[src/sv/sdsh_pkg.sv]
`timescale 1ns / 1ps
// Package for the SD card SPI host sequencer: item types, register map,
// sequencer phases and protocol constants. No dependencies.
package sdsh_pkg;

    localparam int BLOCK_BYTES  = 512;
    localparam int DUMMY_BYTES  = 20;
    localparam int WAKE_BYTES   = 10;
    localparam int ADDR_W       = 5;

    localparam logic [15:0] INIT_TIMEOUT_RST  = 16'd2000;
    localparam logic [15:0] TOKEN_TIMEOUT_RST = 16'd500;
    localparam logic [3:0]  RESET_ATT_RST     = 4'd5;
    localparam logic [3:0]  READ_ATT_RST      = 4'd3;
    localparam logic [3:0]  POLL_BYTES_RST    = 4'd8;

    typedef enum logic [2:0] {
        REG_INIT_TIMEOUT  = 3'd0,
        REG_TOKEN_TIMEOUT = 3'd1,
        REG_RESET_ATT     = 3'd2,
        REG_READ_ATT      = 3'd3,
        REG_POLL_BYTES    = 3'd4
    } reg_idx_t;

    typedef enum logic [1:0] {
        OP_INIT  = 2'd0,
        OP_READ  = 2'd1,
        OP_BYTE  = 2'd2,
        OP_TICK  = 2'd3
    } op_t;

    localparam logic [1:0] ST_OK     = 2'd0;
    localparam logic [1:0] ST_NOCARD = 2'd1;
    localparam logic [1:0] ST_ERROR  = 2'd2;

    localparam logic [2:0] KIND_UNKNOWN = 3'd0;
    localparam logic [2:0] KIND_SDV1    = 3'd1;
    localparam logic [2:0] KIND_SDV2    = 3'd2;
    localparam logic [2:0] KIND_SDHC    = 3'd3;
    localparam logic [2:0] KIND_MMC     = 3'd4;

    localparam logic [5:0] CMD_GO_IDLE   = 6'd0;
    localparam logic [5:0] CMD_SEND_OP   = 6'd1;
    localparam logic [5:0] CMD_IF_COND   = 6'd8;
    localparam logic [5:0] CMD_BLOCKLEN  = 6'd16;
    localparam logic [5:0] CMD_READ_ONE  = 6'd17;
    localparam logic [5:0] CMD_SD_OP     = 6'd41;
    localparam logic [5:0] CMD_APP       = 6'd55;
    localparam logic [5:0] CMD_READ_OCR  = 6'd58;
    localparam logic [5:0] CMD_CRC_ON    = 6'd59;

    localparam logic [31:0] ARG_IF_COND = 32'h0000_01AA;
    localparam logic [31:0] ARG_HCS     = 32'h4000_0000;
    localparam logic [7:0]  BYTE_IDLE   = 8'hFF;
    localparam logic [7:0]  BYTE_TOKEN  = 8'hFE;
    localparam logic [7:0]  BYTE_CHECK  = 8'hAA;
    localparam logic [7:0]  R1_IDLE     = 8'h01;
    localparam logic [7:0]  R1_READY    = 8'h00;

    typedef enum logic [11:0] {
        PH_IDLE  = 12'b0000_0000_0001,
        PH_DUMMY = 12'b0000_0000_0010,
        PH_WAKE  = 12'b0000_0000_0100,
        PH_CMD   = 12'b0000_0000_1000,
        PH_POLL  = 12'b0000_0001_0000,
        PH_R7    = 12'b0000_0010_0000,
        PH_OCR   = 12'b0000_0100_0000,
        PH_GAP   = 12'b0000_1000_0000,
        PH_TOKEN = 12'b0001_0000_0000,
        PH_DATA  = 12'b0010_0000_0000,
        PH_CRC   = 12'b0100_0000_0000,
        PH_LAST  = 12'b1000_0000_0000
    } phase_t;

    typedef struct packed {
        logic [15:0] init_timeout_ms;
        logic [15:0] token_timeout_ms;
        logic [3:0]  reset_attempts;
        logic [3:0]  read_attempts;
        logic [3:0]  response_poll_bytes;
    } cfg_t;

    typedef struct packed {
        logic [1:0]  operation;
        logic [31:0] block_number;
        logic [7:0]  rx_byte;
    } in_item_t;

    typedef struct packed {
        logic        tx_valid;
        logic [7:0]  tx_byte;
        logic        select_low;
        logic        fast_clock;
        logic        data_valid;
        logic [7:0]  data_byte;
        logic        done_res;
        logic [1:0]  status;
        logic [2:0]  card_kind;
    } out_item_t;

    function automatic logic [3:0] at_least_one(input logic [3:0] v);
        return (v == 4'd0) ? 4'd1 : v;
    endfunction

endpackage

[src/sv/sd_card_spi_host_sequencer.sv]
`timescale 1ns / 1ps
// SD card SPI-mode host sequencer top level: input register, sequencer
// core, result register and APB registers. Depends on sdsh_pkg, sdsh_cfg, sdsh_core.
//
// Each item (start init, start read, received byte, millisecond tick) is
// captured in an input register and processed by the sequencer core when
// the output register is free or being emptied; the core's result goes to
// an output register. A new item is accepted every cycle while results are
// taken. Ticks give no result, nor do bytes received while idle.
module sd_card_spi_host_sequencer
    import sdsh_pkg::*;
(
    input  logic              clk,
    input  logic              rst_n,
    input  logic              req_valid,
    output logic              req_ready,
    input  in_item_t          req,
    output logic              rsp_valid,
    input  logic              rsp_ready,
    output out_item_t         rsp,
    input  logic              psel,
    input  logic              penable,
    input  logic              pwrite,
    input  logic [ADDR_W-1:0] paddr,
    input  logic [31:0]       pwdata,
    output logic [31:0]       prdata,
    output logic              pready
);

    cfg_t      cfg;
    in_item_t  in_reg;
    logic      in_valid_reg;
    out_item_t out_reg;
    logic      out_valid_reg;
    logic      res_valid;
    out_item_t res;
    logic      step;

    sdsh_cfg u_cfg (
        .clk     (clk),
        .rst_n   (rst_n),
        .psel    (psel),
        .penable (penable),
        .pwrite  (pwrite),
        .paddr   (paddr),
        .pwdata  (pwdata),
        .prdata  (prdata),
        .pready  (pready),
        .cfg     (cfg)
    );

    sdsh_core u_core (
        .clk       (clk),
        .rst_n     (rst_n),
        .cfg       (cfg),
        .step      (step),
        .item      (in_reg),
        .res_valid (res_valid),
        .res       (res)
    );

    assign step      = in_valid_reg && (!res_valid || !out_valid_reg || rsp_ready);
    assign req_ready = !in_valid_reg || step;
    assign rsp_valid = out_valid_reg;
    assign rsp       = out_reg;

    always_ff @(posedge clk or negedge rst_n)
    begin
        if (!rst_n)
        begin
            in_valid_reg  <= 1'b0;
            out_valid_reg <= 1'b0;
        end
        else
        begin
            if (req_ready)
                in_valid_reg <= req_valid;
            if (step && res_valid)
                out_valid_reg <= 1'b1;
            else if (rsp_ready)
                out_valid_reg <= 1'b0;
        end
    end

    always_ff @(posedge clk)
    begin
        if (req_ready && req_valid)
            in_reg <= req;
        if (step && res_valid)
            out_reg <= res;
    end

endmodule

[src/sv/sdsh_cfg.sv]
`timescale 1ns / 1ps
// APB register file for the sequencer timeouts and retry limits.
// Depends on sdsh_pkg.
module sdsh_cfg
    import sdsh_pkg::*;
(
    input  logic              clk,
    input  logic              rst_n,
    input  logic              psel,
    input  logic              penable,
    input  logic              pwrite,
    input  logic [ADDR_W-1:0] paddr,
    input  logic [31:0]       pwdata,
    output logic [31:0]       prdata,
    output logic              pready,
    output cfg_t              cfg
);

    cfg_t     cfg_reg;
    reg_idx_t idx;
    logic     wr;

    assign idx    = reg_idx_t'(paddr[ADDR_W-1:2]);
    assign wr     = psel && penable && pwrite;
    assign pready = 1'b1;
    assign cfg    = cfg_reg;

    always_ff @(posedge clk or negedge rst_n)
    begin
        if (!rst_n)
        begin
            cfg_reg.init_timeout_ms     <= INIT_TIMEOUT_RST;
            cfg_reg.token_timeout_ms    <= TOKEN_TIMEOUT_RST;
            cfg_reg.reset_attempts      <= RESET_ATT_RST;
            cfg_reg.read_attempts       <= READ_ATT_RST;
            cfg_reg.response_poll_bytes <= POLL_BYTES_RST;
        end
        else if (wr && paddr[1:0] == 2'b00)
        begin
            unique case (idx)
                REG_INIT_TIMEOUT:  cfg_reg.init_timeout_ms     <= pwdata[15:0];
                REG_TOKEN_TIMEOUT: cfg_reg.token_timeout_ms    <= pwdata[15:0];
                REG_RESET_ATT:     cfg_reg.reset_attempts      <= pwdata[3:0];
                REG_READ_ATT:      cfg_reg.read_attempts       <= pwdata[3:0];
                REG_POLL_BYTES:    cfg_reg.response_poll_bytes <= pwdata[3:0];
                default:           ;
            endcase
        end
    end

    always_comb
    begin
        prdata = 32'd0;
        unique case (idx)
            REG_INIT_TIMEOUT:  prdata = {16'd0, cfg_reg.init_timeout_ms};
            REG_TOKEN_TIMEOUT: prdata = {16'd0, cfg_reg.token_timeout_ms};
            REG_RESET_ATT:     prdata = {28'd0, cfg_reg.reset_attempts};
            REG_READ_ATT:      prdata = {28'd0, cfg_reg.read_attempts};
            REG_POLL_BYTES:    prdata = {28'd0, cfg_reg.response_poll_bytes};
            default:           prdata = 32'd0;
        endcase
    end

endmodule

[src/sv/sdsh_core.sv]
`timescale 1ns / 1ps
// Sequencer state and next-step logic: one item in, at most one result out.
// Depends on sdsh_pkg.
module sdsh_core
    import sdsh_pkg::*;
(
    input  logic      clk,
    input  logic      rst_n,
    input  cfg_t      cfg,
    input  logic      step,
    input  in_item_t  item,
    output logic      res_valid,
    output out_item_t res
);

    phase_t      phase_reg, phase_next;
    logic [9:0]  bc_reg, bc_next;
    logic [3:0]  att_reg, att_next;
    logic [3:0]  poll_reg, poll_next;
    logic [47:0] frame_reg, frame_next;
    logic [15:0] ms_reg, ms_next;
    logic [31:0] tail_reg, tail_next;
    logic [7:0]  last_reg, last_next;
    logic [2:0]  kind_reg, kind_next;
    logic [31:0] addr_reg, addr_next;
    logic        fast_reg, fast_next;

    always_comb
    begin
        logic        send, fin, begin_cmd, gap;
        logic [7:0]  tx;
        logic        sel, dv;
        logic [7:0]  db;
        logic [1:0]  st;
        logic [5:0]  ncmd;
        logic [31:0] narg;
        logic [5:0]  cmd;
        logic [31:0] arg;
        logic [7:0]  r;
        logic [7:0]  crc;

        phase_next = phase_reg;
        bc_next    = bc_reg;
        att_next   = att_reg;
        poll_next  = poll_reg;
        frame_next = frame_reg;
        ms_next    = ms_reg;
        tail_next  = tail_reg;
        last_next  = last_reg;
        kind_next  = kind_reg;
        addr_next  = addr_reg;
        fast_next  = fast_reg;

        send = 1'b0;  fin = 1'b0;  begin_cmd = 1'b0;  gap = 1'b0;
        tx = BYTE_IDLE;  sel = 1'b0;  dv = 1'b0;  db = 8'd0;  st = ST_OK;
        ncmd = CMD_GO_IDLE;  narg = 32'd0;  crc = 8'h01;
        cmd = frame_reg[45:40];
        arg = frame_reg[39:8];
        r   = last_reg;

        case (op_t'(item.operation))
            OP_INIT:
            begin
                kind_next  = KIND_UNKNOWN;
                fast_next  = 1'b0;
                att_next   = 4'd0;
                bc_next    = 10'd0;
                phase_next = PH_DUMMY;
                send = 1'b1;
            end
            OP_READ:
            begin
                addr_next = (kind_reg == KIND_SDHC) ? item.block_number
                                                    : {item.block_number[22:0], 9'd0};
                att_next  = 4'd0;
                begin_cmd = 1'b1;  ncmd = CMD_READ_ONE;  narg = addr_next;
            end
            OP_TICK:
            begin
                if (ms_reg != 16'd0)
                    ms_next = ms_reg - 16'd1;
            end
            default:
            begin
                unique case (phase_reg)
                    PH_DUMMY:
                    begin
                        bc_next = bc_reg + 10'd1;
                        send = 1'b1;
                        if (bc_next >= 10'(DUMMY_BYTES))
                        begin
                            phase_next = PH_WAKE;
                            bc_next    = 10'd0;
                        end
                    end
                    PH_WAKE:
                    begin
                        bc_next = bc_reg + 10'd1;
                        if (bc_next < 10'(WAKE_BYTES))
                            send = 1'b1;
                        else
                        begin
                            begin_cmd = 1'b1;  ncmd = CMD_GO_IDLE;  narg = 32'd0;
                        end
                    end
                    PH_CMD:
                    begin
                        bc_next = bc_reg + 10'd1;
                        send = 1'b1;
                        sel  = 1'b1;
                        case (bc_next[2:0])
                            3'd1:    tx = frame_reg[39:32];
                            3'd2:    tx = frame_reg[31:24];
                            3'd3:    tx = frame_reg[23:16];
                            3'd4:    tx = frame_reg[15:8];
                            3'd5:    tx = frame_reg[7:0];
                            default: tx = BYTE_IDLE;
                        endcase
                        if (bc_next >= 10'd6)
                        begin
                            phase_next = PH_POLL;
                            poll_next  = 4'd0;
                        end
                    end
                    PH_POLL:
                    begin
                        poll_next = poll_reg + 4'd1;
                        if (!item.rx_byte[7] ||
                            poll_next >= at_least_one(cfg.response_poll_bytes))
                        begin
                            last_next = item.rx_byte;
                            bc_next   = 10'd0;
                            if (cmd == CMD_IF_COND || cmd == CMD_READ_OCR)
                                tail_next = 32'd0;
                            if (cmd == CMD_IF_COND && item.rx_byte == R1_IDLE)
                            begin
                                phase_next = PH_R7;  send = 1'b1;  sel = 1'b1;
                            end
                            else if (cmd == CMD_READ_OCR && item.rx_byte == R1_READY)
                            begin
                                phase_next = PH_OCR;  send = 1'b1;  sel = 1'b1;
                            end
                            else if (cmd == CMD_READ_ONE && item.rx_byte == R1_READY)
                            begin
                                ms_next    = cfg.token_timeout_ms;
                                phase_next = PH_TOKEN;  send = 1'b1;  sel = 1'b1;
                            end
                            else
                                gap = 1'b1;
                        end
                        else
                        begin
                            send = 1'b1;  sel = 1'b1;
                        end
                    end
                    PH_R7, PH_OCR:
                    begin
                        tail_next = {tail_reg[23:0], item.rx_byte};
                        bc_next   = bc_reg + 10'd1;
                        if (bc_next < 10'd4)
                        begin
                            send = 1'b1;  sel = 1'b1;
                        end
                        else
                        begin
                            if (phase_reg == PH_OCR)
                                kind_next = tail_next[30] ? KIND_SDHC : KIND_SDV2;
                            gap = 1'b1;
                        end
                    end
                    PH_GAP:
                    begin
                        case (cmd)
                            CMD_GO_IDLE:
                            begin
                                att_next = att_reg + 4'd1;
                                if (r == R1_IDLE)
                                begin
                                    begin_cmd = 1'b1;  ncmd = CMD_IF_COND;
                                    narg = ARG_IF_COND;
                                end
                                else if (att_next >= at_least_one(cfg.reset_attempts))
                                begin
                                    fin = 1'b1;  st = ST_NOCARD;
                                end
                                else
                                begin
                                    phase_next = PH_WAKE;
                                    bc_next    = 10'd0;
                                    send = 1'b1;
                                end
                            end
                            CMD_IF_COND:
                            begin
                                ms_next = cfg.init_timeout_ms;
                                if (r == R1_IDLE && tail_reg[7:0] != BYTE_CHECK)
                                begin
                                    fin = 1'b1;  st = ST_ERROR;
                                end
                                else
                                begin
                                    att_next  = (r == R1_IDLE) ? 4'd1 : 4'd0;
                                    begin_cmd = 1'b1;  ncmd = CMD_APP;  narg = 32'd0;
                                end
                            end
                            CMD_APP:
                            begin
                                begin_cmd = 1'b1;  ncmd = CMD_SD_OP;
                                narg = (att_reg != 4'd0) ? ARG_HCS : 32'd0;
                            end
                            CMD_SD_OP:
                            begin
                                if (r == R1_IDLE && ms_reg != 16'd0)
                                begin
                                    begin_cmd = 1'b1;  ncmd = CMD_APP;  narg = 32'd0;
                                end
                                else if (r == R1_READY)
                                begin
                                    begin_cmd = 1'b1;
                                    if (arg == ARG_HCS)
                                    begin
                                        ncmd = CMD_READ_OCR;  narg = 32'd0;
                                    end
                                    else
                                    begin
                                        kind_next = KIND_SDV1;
                                        ncmd = CMD_BLOCKLEN;  narg = 32'(BLOCK_BYTES);
                                    end
                                end
                                else if (arg == ARG_HCS)
                                begin
                                    fin = 1'b1;  st = ST_ERROR;
                                end
                                else
                                begin
                                    ms_next   = cfg.init_timeout_ms;
                                    begin_cmd = 1'b1;  ncmd = CMD_SEND_OP;  narg = 32'd0;
                                end
                            end
                            CMD_SEND_OP:
                            begin
                                if (r == R1_IDLE && ms_reg != 16'd0)
                                begin
                                    begin_cmd = 1'b1;  ncmd = CMD_SEND_OP;  narg = 32'd0;
                                end
                                else if (r != R1_READY)
                                begin
                                    fin = 1'b1;  st = ST_ERROR;
                                end
                                else
                                begin
                                    kind_next = KIND_MMC;
                                    begin_cmd = 1'b1;  ncmd = CMD_BLOCKLEN;
                                    narg = 32'(BLOCK_BYTES);
                                end
                            end
                            CMD_READ_OCR:
                            begin
                                begin_cmd = 1'b1;  ncmd = CMD_CRC_ON;  narg = 32'd0;
                            end
                            CMD_BLOCKLEN:
                            begin
                                if (r != R1_READY)
                                begin
                                    fin = 1'b1;  st = ST_ERROR;
                                end
                                else
                                begin
                                    begin_cmd = 1'b1;  ncmd = CMD_CRC_ON;  narg = 32'd0;
                                end
                            end
                            CMD_CRC_ON:
                            begin
                                fast_next = 1'b1;
                                fin = 1'b1;  st = ST_OK;
                            end
                            CMD_READ_ONE:
                            begin
                                att_next = att_reg + 4'd1;
                                if (att_next >= at_least_one(cfg.read_attempts))
                                begin
                                    fin = 1'b1;  st = ST_ERROR;
                                end
                                else
                                begin
                                    begin_cmd = 1'b1;  ncmd = CMD_READ_ONE;
                                    narg = addr_reg;
                                end
                            end
                            default:
                            begin
                                fin = 1'b1;  st = ST_ERROR;
                            end
                        endcase
                    end
                    PH_TOKEN:
                    begin
                        if (item.rx_byte == BYTE_IDLE && ms_reg != 16'd0)
                        begin
                            send = 1'b1;  sel = 1'b1;
                        end
                        else if (item.rx_byte == BYTE_TOKEN)
                        begin
                            phase_next = PH_DATA;
                            bc_next    = 10'd0;
                            send = 1'b1;  sel = 1'b1;
                        end
                        else
                        begin
                            last_next = item.rx_byte;
                            gap = 1'b1;
                        end
                    end
                    PH_DATA:
                    begin
                        {phase_next, bc_next} = {phase_reg, bc_reg + 10'd1};
                        if (bc_reg == 10'(BLOCK_BYTES - 1))
                        begin
                            phase_next = PH_CRC;
                            bc_next    = 10'd0;
                        end
                        send = 1'b1;  sel = 1'b1;  dv = 1'b1;  db = item.rx_byte;
                    end
                    PH_CRC:
                    begin
                        bc_next = bc_reg + 10'd1;
                        send = 1'b1;
                        sel  = (bc_next < 10'd2);
                        if (bc_next >= 10'd2)
                            phase_next = PH_LAST;
                    end
                    PH_LAST:
                    begin
                        fin = 1'b1;  st = ST_OK;
                    end
                    default:
                        phase_next = PH_IDLE;
                endcase
            end
        endcase

        if (gap)
        begin
            phase_next = PH_GAP;
            send = 1'b1;  sel = 1'b0;  tx = BYTE_IDLE;
        end

        if (begin_cmd)
        begin
            if (ncmd == CMD_GO_IDLE)
                crc = 8'h95;
            else if (ncmd == CMD_IF_COND)
                crc = 8'h87;
            else
                crc = 8'h01;
            frame_next = {2'b01, ncmd, narg, crc};
            phase_next = PH_CMD;
            bc_next    = 10'd0;
            poll_next  = 4'd0;
            send = 1'b1;  sel = 1'b1;  tx = frame_next[47:40];
        end

        if (fin)
            phase_next = PH_IDLE;

        res_valid = send || fin;
        res.tx_valid   = send;
        res.tx_byte    = fin ? BYTE_IDLE : tx;
        res.select_low = fin ? 1'b0 : sel;
        res.fast_clock = fast_next;
        res.data_valid = dv;
        res.data_byte  = db;
        res.done_res   = fin;
        res.status     = fin ? st : ST_OK;
        res.card_kind  = kind_next;
    end

    always_ff @(posedge clk or negedge rst_n)
    begin
        if (!rst_n)
        begin
            phase_reg <= PH_IDLE;
            bc_reg    <= 10'd0;
            att_reg   <= 4'd0;
            poll_reg  <= 4'd0;
            frame_reg <= 48'd0;
            ms_reg    <= 16'd0;
            tail_reg  <= 32'd0;
            last_reg  <= BYTE_IDLE;
            kind_reg  <= KIND_UNKNOWN;
            addr_reg  <= 32'd0;
            fast_reg  <= 1'b0;
        end
        else if (step)
        begin
            phase_reg <= phase_next;
            bc_reg    <= bc_next;
            att_reg   <= att_next;
            poll_reg  <= poll_next;
            frame_reg <= frame_next;
            ms_reg    <= ms_next;
            tail_reg  <= tail_next;
            last_reg  <= last_next;
            kind_reg  <= kind_next;
            addr_reg  <= addr_next;
            fast_reg  <= fast_next;
        end
    end

endmodule

[config.mk]
export PLATFORM = sky130hd
export DESIGN_NAME = sd_card_spi_host_sequencer
export DESIGN_NICKNAME = d
export VERILOG_FILES = /design/src/sv/sdsh_pkg.sv /design/src/sv/sd_card_spi_host_sequencer.sv /design/src/sv/sdsh_cfg.sv /design/src/sv/sdsh_core.sv
export SDC_FILE = /design/constraint.sdc
export NUM_CORES = 1
export LEC_CHECK = 0
export BUFFER_PORTS_ARGS = -buffer_cell sky130_fd_sc_hd__buf_2
export CAP_MARGIN = 0
export CORE_MARGIN = 3
export CORE_UTILIZATION = 54
export DETAILED_ROUTE_END_ITERATION = 16
export PLACE_DENSITY = 0.78
export SETUP_SLACK_MARGIN = 0.5
export SYNTH_ARGS = -nofsm -noshare
export SYNTH_HDL_FRONTEND = slang
export SYNTH_HIERARCHICAL = 1
export SYNTH_SLANG_ARGS = --single-unit
[constraint.sdc]
create_clock -name clk -period 4.4 [get_ports clk]
set_input_delay 0.66 -clock clk [delete_from_list [all_inputs] [get_ports clk]]
set_output_delay 0.66 -clock clk [all_outputs]
set_load 0.02 [all_outputs]
==> impl_results.md <==
- Post-synthesis mux area share: 8.598%
- Final hold vios: 0
- Layout Nets: 1670
- Top Layer Used: met4
- CTS Buf Count: 28
- Clock sinks: 256
- Unique masters post-synth: 105
- Routability congestion estimate: roughly 0.97
- Main combinational cell family by area after synthesis: simple AND/OR/NAND/NOR gates
- Unrepaired setup endpoints after global routing: yes
- Worst skew pair latency: 0.55 ns
- Initial DRC Count: 1434
- Placed cell areas: 0.01507 sq mm
- FMAX: 0.2431 GHz
- Max reg flops: 44
- Post-synth EDFFs: 68
- Mean Syn Cell Area: approximately 10 sq um
- Area taken by flip-flops and latches: slightly below 0.007 sq mm
- Pins Over Slew Limit: 0
- Status: finished clean
- Reg clk slew, reported paths: 0.06 ns
- Synth Area in XOR/XNOR: 0.4989%
- Inst Count DP: ~1800
- Max_cap viols: 0
- Non-Filler Cell Area, Final: 0.01693 sq mm
- Worst Tran Pin Value: 1.090 ns
- Most numerous cell in the Yosys netlist: nand2_1
- FF+latch count, synth: 256
- GRT overflow: 0
- WL final: 39.02 mm
- Initial antenna violation count: 0
- Crit path time final: slightly above 4 ns
- Post-Synthesis Cell Area: roughly 0.014 sq mm
- Hold Buf Count CTS: 0
- Worst path arrival time: 4.56 ns
- Worst setup EP type: register
- DR pass1 iterations: 7
- Largest net degree at the start of global routing: 84
- Layout area overhead: 20.52%
- Die footprint: about 0.028 sq mm
- Adder-cell share of the synthesized area: 1.871%
- Port Buffer Count: about 110
- First-pass GRT wire length: roughly 60 mm
- Io pins: approximately 150
- Post-Syn Instances: about 1400
- Critical path peak fanout: 6
- Synth Area in Simple Gates: 19.98%
- Compound-gate portion of the synthesized area: 15.73%
- Met3 wire length: 3.013 mm
- Fin crit share: between 90 and 100%
- Worst setup path class: reg -> reg
- CTS root buffer: clkbuf_16
- Top cell type by total area after synthesis: dfrtp_1
- DRC: 0
- Core area: approximately 0.025 sq mm
- Top_reg_cell synth: dfrtp_1
- Synthesis Warnings: 6
- Die H: approximately 170 um
- Final core occ: between 60% and 70%
- Number of global-route vias before repair: 11310
- Layout Cells excl Fill: 1915
- Leakage: ~0.0074 uW
- Setup-failing EPs final: 0
- Routed wl met2: 18.58 mm
- H-tree levels: 1
- Share of cells above drive strength 1: 29.72%
- # diodes: 0
- Skew final: approximately 0.021 ns
- Pwr dens: about 460 mW/mm^2
- Setup tns final: 0 ns
- Post-synth top cells: nand2_1 (180), dfrtp_1 (162), o21ai_0 (99)
- Fillers: 1905
- Worst IR drop on VDD: 0.3977 mV
- Via count: about 12000
- Sequential share of the synthesized area: 48.27%
- Min-Delay Path Class: in -> async
- Row count: 58
- Post-DRT Antenna Nets: 0
- Slew Limit Headroom: 27.36%
- Fin Hold WS: 0.1169 ns
- Post-DP HPWL: 25.92 mm
- Initial Utilization: 55.29%
- Met1 wire length: 16.14 mm
- Synth area leaders: dfrtp_1 (29%), edfxtp_1 (15%), dfstp_2 (4.9%), nand2_1 (4.8%), o21ai_0 (3.5%)
- Width of the die: approximately 170 um
- Critical Path Source Type: register
- Vias/cell: 6.254
- Clock Path Buffers: 3
- All-Layer GR Usage: 26.09%
- Required @ worst endpoint: between 4 and 5 ns
- Ys async rst share: between 70% and 80%
- Share of the synthesized area in the top cell type: 28.87%
- CTS tree: yes
- Avg WL per Cell: 20.38 um
- Multi-input gate area: 0.007131 sq mm
kinds of logic after synthesis:
family | count (synthesis)
simple gates | 542
compound gates | 330
flops | 256
buf+inv | 140
mux | 104
fa+ha+maj | 21
xor+xnor | 8
other cells | 2
stage by stage:
| stage | setup slack (ns) | total power (uW) |
|---|---|---|
| 2_1_floorplan | 0.5394 | 4259 |
| 3_3_place_gp | 0.1017 | 4807 |
| 3_5_place_dp | 0.01851 | 4872 |
| 4_1_cts | 0.3549 | 7538 |
| 5_1_grt | 0.1677 | 8128 |
| 6_report | 0.2860 | 7765 |
final cells by class:
type / instances / area share, %
clock buffers: 36 / 4.495
repair buffers: 217 / 8.849
multi-input cells: 1024 / 42.13
clock inverters: 16 / 1.205
flip-flops and latches: 256 / 40.08
well taps: 330 / 2.440
inverters: 36 / 0.7984
worst paths after layout:
check	start	to	slack, ns	cells after the start
max	u_cfg/cfg[5]$_DFFE_PN1P_	u_core/bc_reg[5]$_DFFE_PN0P_	0.29	18
min	rst_n	u_core/bc_reg[1]$_DFFE_PN0P_	0.12	1
max reg2reg	u_cfg/cfg[5]$_DFFE_PN1P_	u_core/bc_reg[5]$_DFFE_PN0P_	0.29	18
min reg2reg	u_core/tail_reg[2]$_DFFE_PN0P_	u_core/tail_reg[2]$_DFFE_PN0P_	0.47	2
max in group asynchronous	rst_n	u_core/frame_reg[15]$_DFFE_PN0P_	3.31	2
min in group clk	req[19]	in_reg[19]$_DFFE_PP_	0.28	1
power breakdown:
group,leakage [uW],switching (uW),internal [uW],total [uW]
clock network,0.000464,969,1460,2430
logic,0.00384,1310,975,2290
registers,0.00308,277,2770,3050
total,0.00738,2560,5210,7770
layer usage:
metal	up-vias	track usage (%)
met5	-	0
li1	5465	-
met2	600	42.58
met4	0	8.289
met3	112	4.226
met1	5799	36.14
layout by cell type (no fill, tap or decap), types with 8 or more instances in the layout:
cell type | netlist | layout
buf_4 | 21 | 85
or2_2 | 9 | 8
a22o_1 | 17 | 17
buf_2 | 22 | 113
a22oi_1 | 11 | 11
nor3_1 | 32 | 30
a31oi_1 | 12 | 11
nand4_1 | 25 | 25
mux2_2 | 43 | 40
a21oi_1 | 61 | 56
nand2b_1 | 11 | 9
dfrtp_1 | 162 | 158
inv_1 | 36 | 34
nor3b_1 | 9 | 9
and2_1 | 17 | 14
nor4_1 | 25 | 20
edfxtp_1 | 68 | 68
ha_1 | 21 | 14
nor2_1 | 96 | 90
conb_1 | 2 | 17
mux2_4 | 20 | 23
buf_6 | 7 | 11
o21ai_1 | 12 | 16
o21ai_0 | 99 | 90
clkbuf_16 | 0 | 30
dfstp_2 | 26 | 26
nand3_1 | 58 | 52
mux2i_1 | 40 | 40
nand2_1 | 180 | 176
nor2b_1 | 10 | 9
worst max-delay path: stages, from the launching register on:
cell and delay [ns]:
dfstp_2 0.54, inv_2 0.04, a31o_4 0.21, ha_4 0.20, nand2b_4 0.14, a2111oi_4 0.44
nor3_2 0.10, a211oi_2 0.23, a41oi_2 0.18, o21ai_2 0.23, o311ai_4 0.19, a21boi_1 0.20
buf_4 0.18, and2_4 0.15, nand4_1 0.19, buf_4 0.23, a2bb2oi_4 0.15, buf_6 0.14
o41ai_2 0.27
repair_timing:
item	CTS	global route
setup endpoints to repair	202	110
pin swaps	19	25
gates resized for setup	49	61
buffers inserted	17	20
endpoints found under the hold margin	0	0
cloned	0	8
Power figures use the tool's default switching activity.
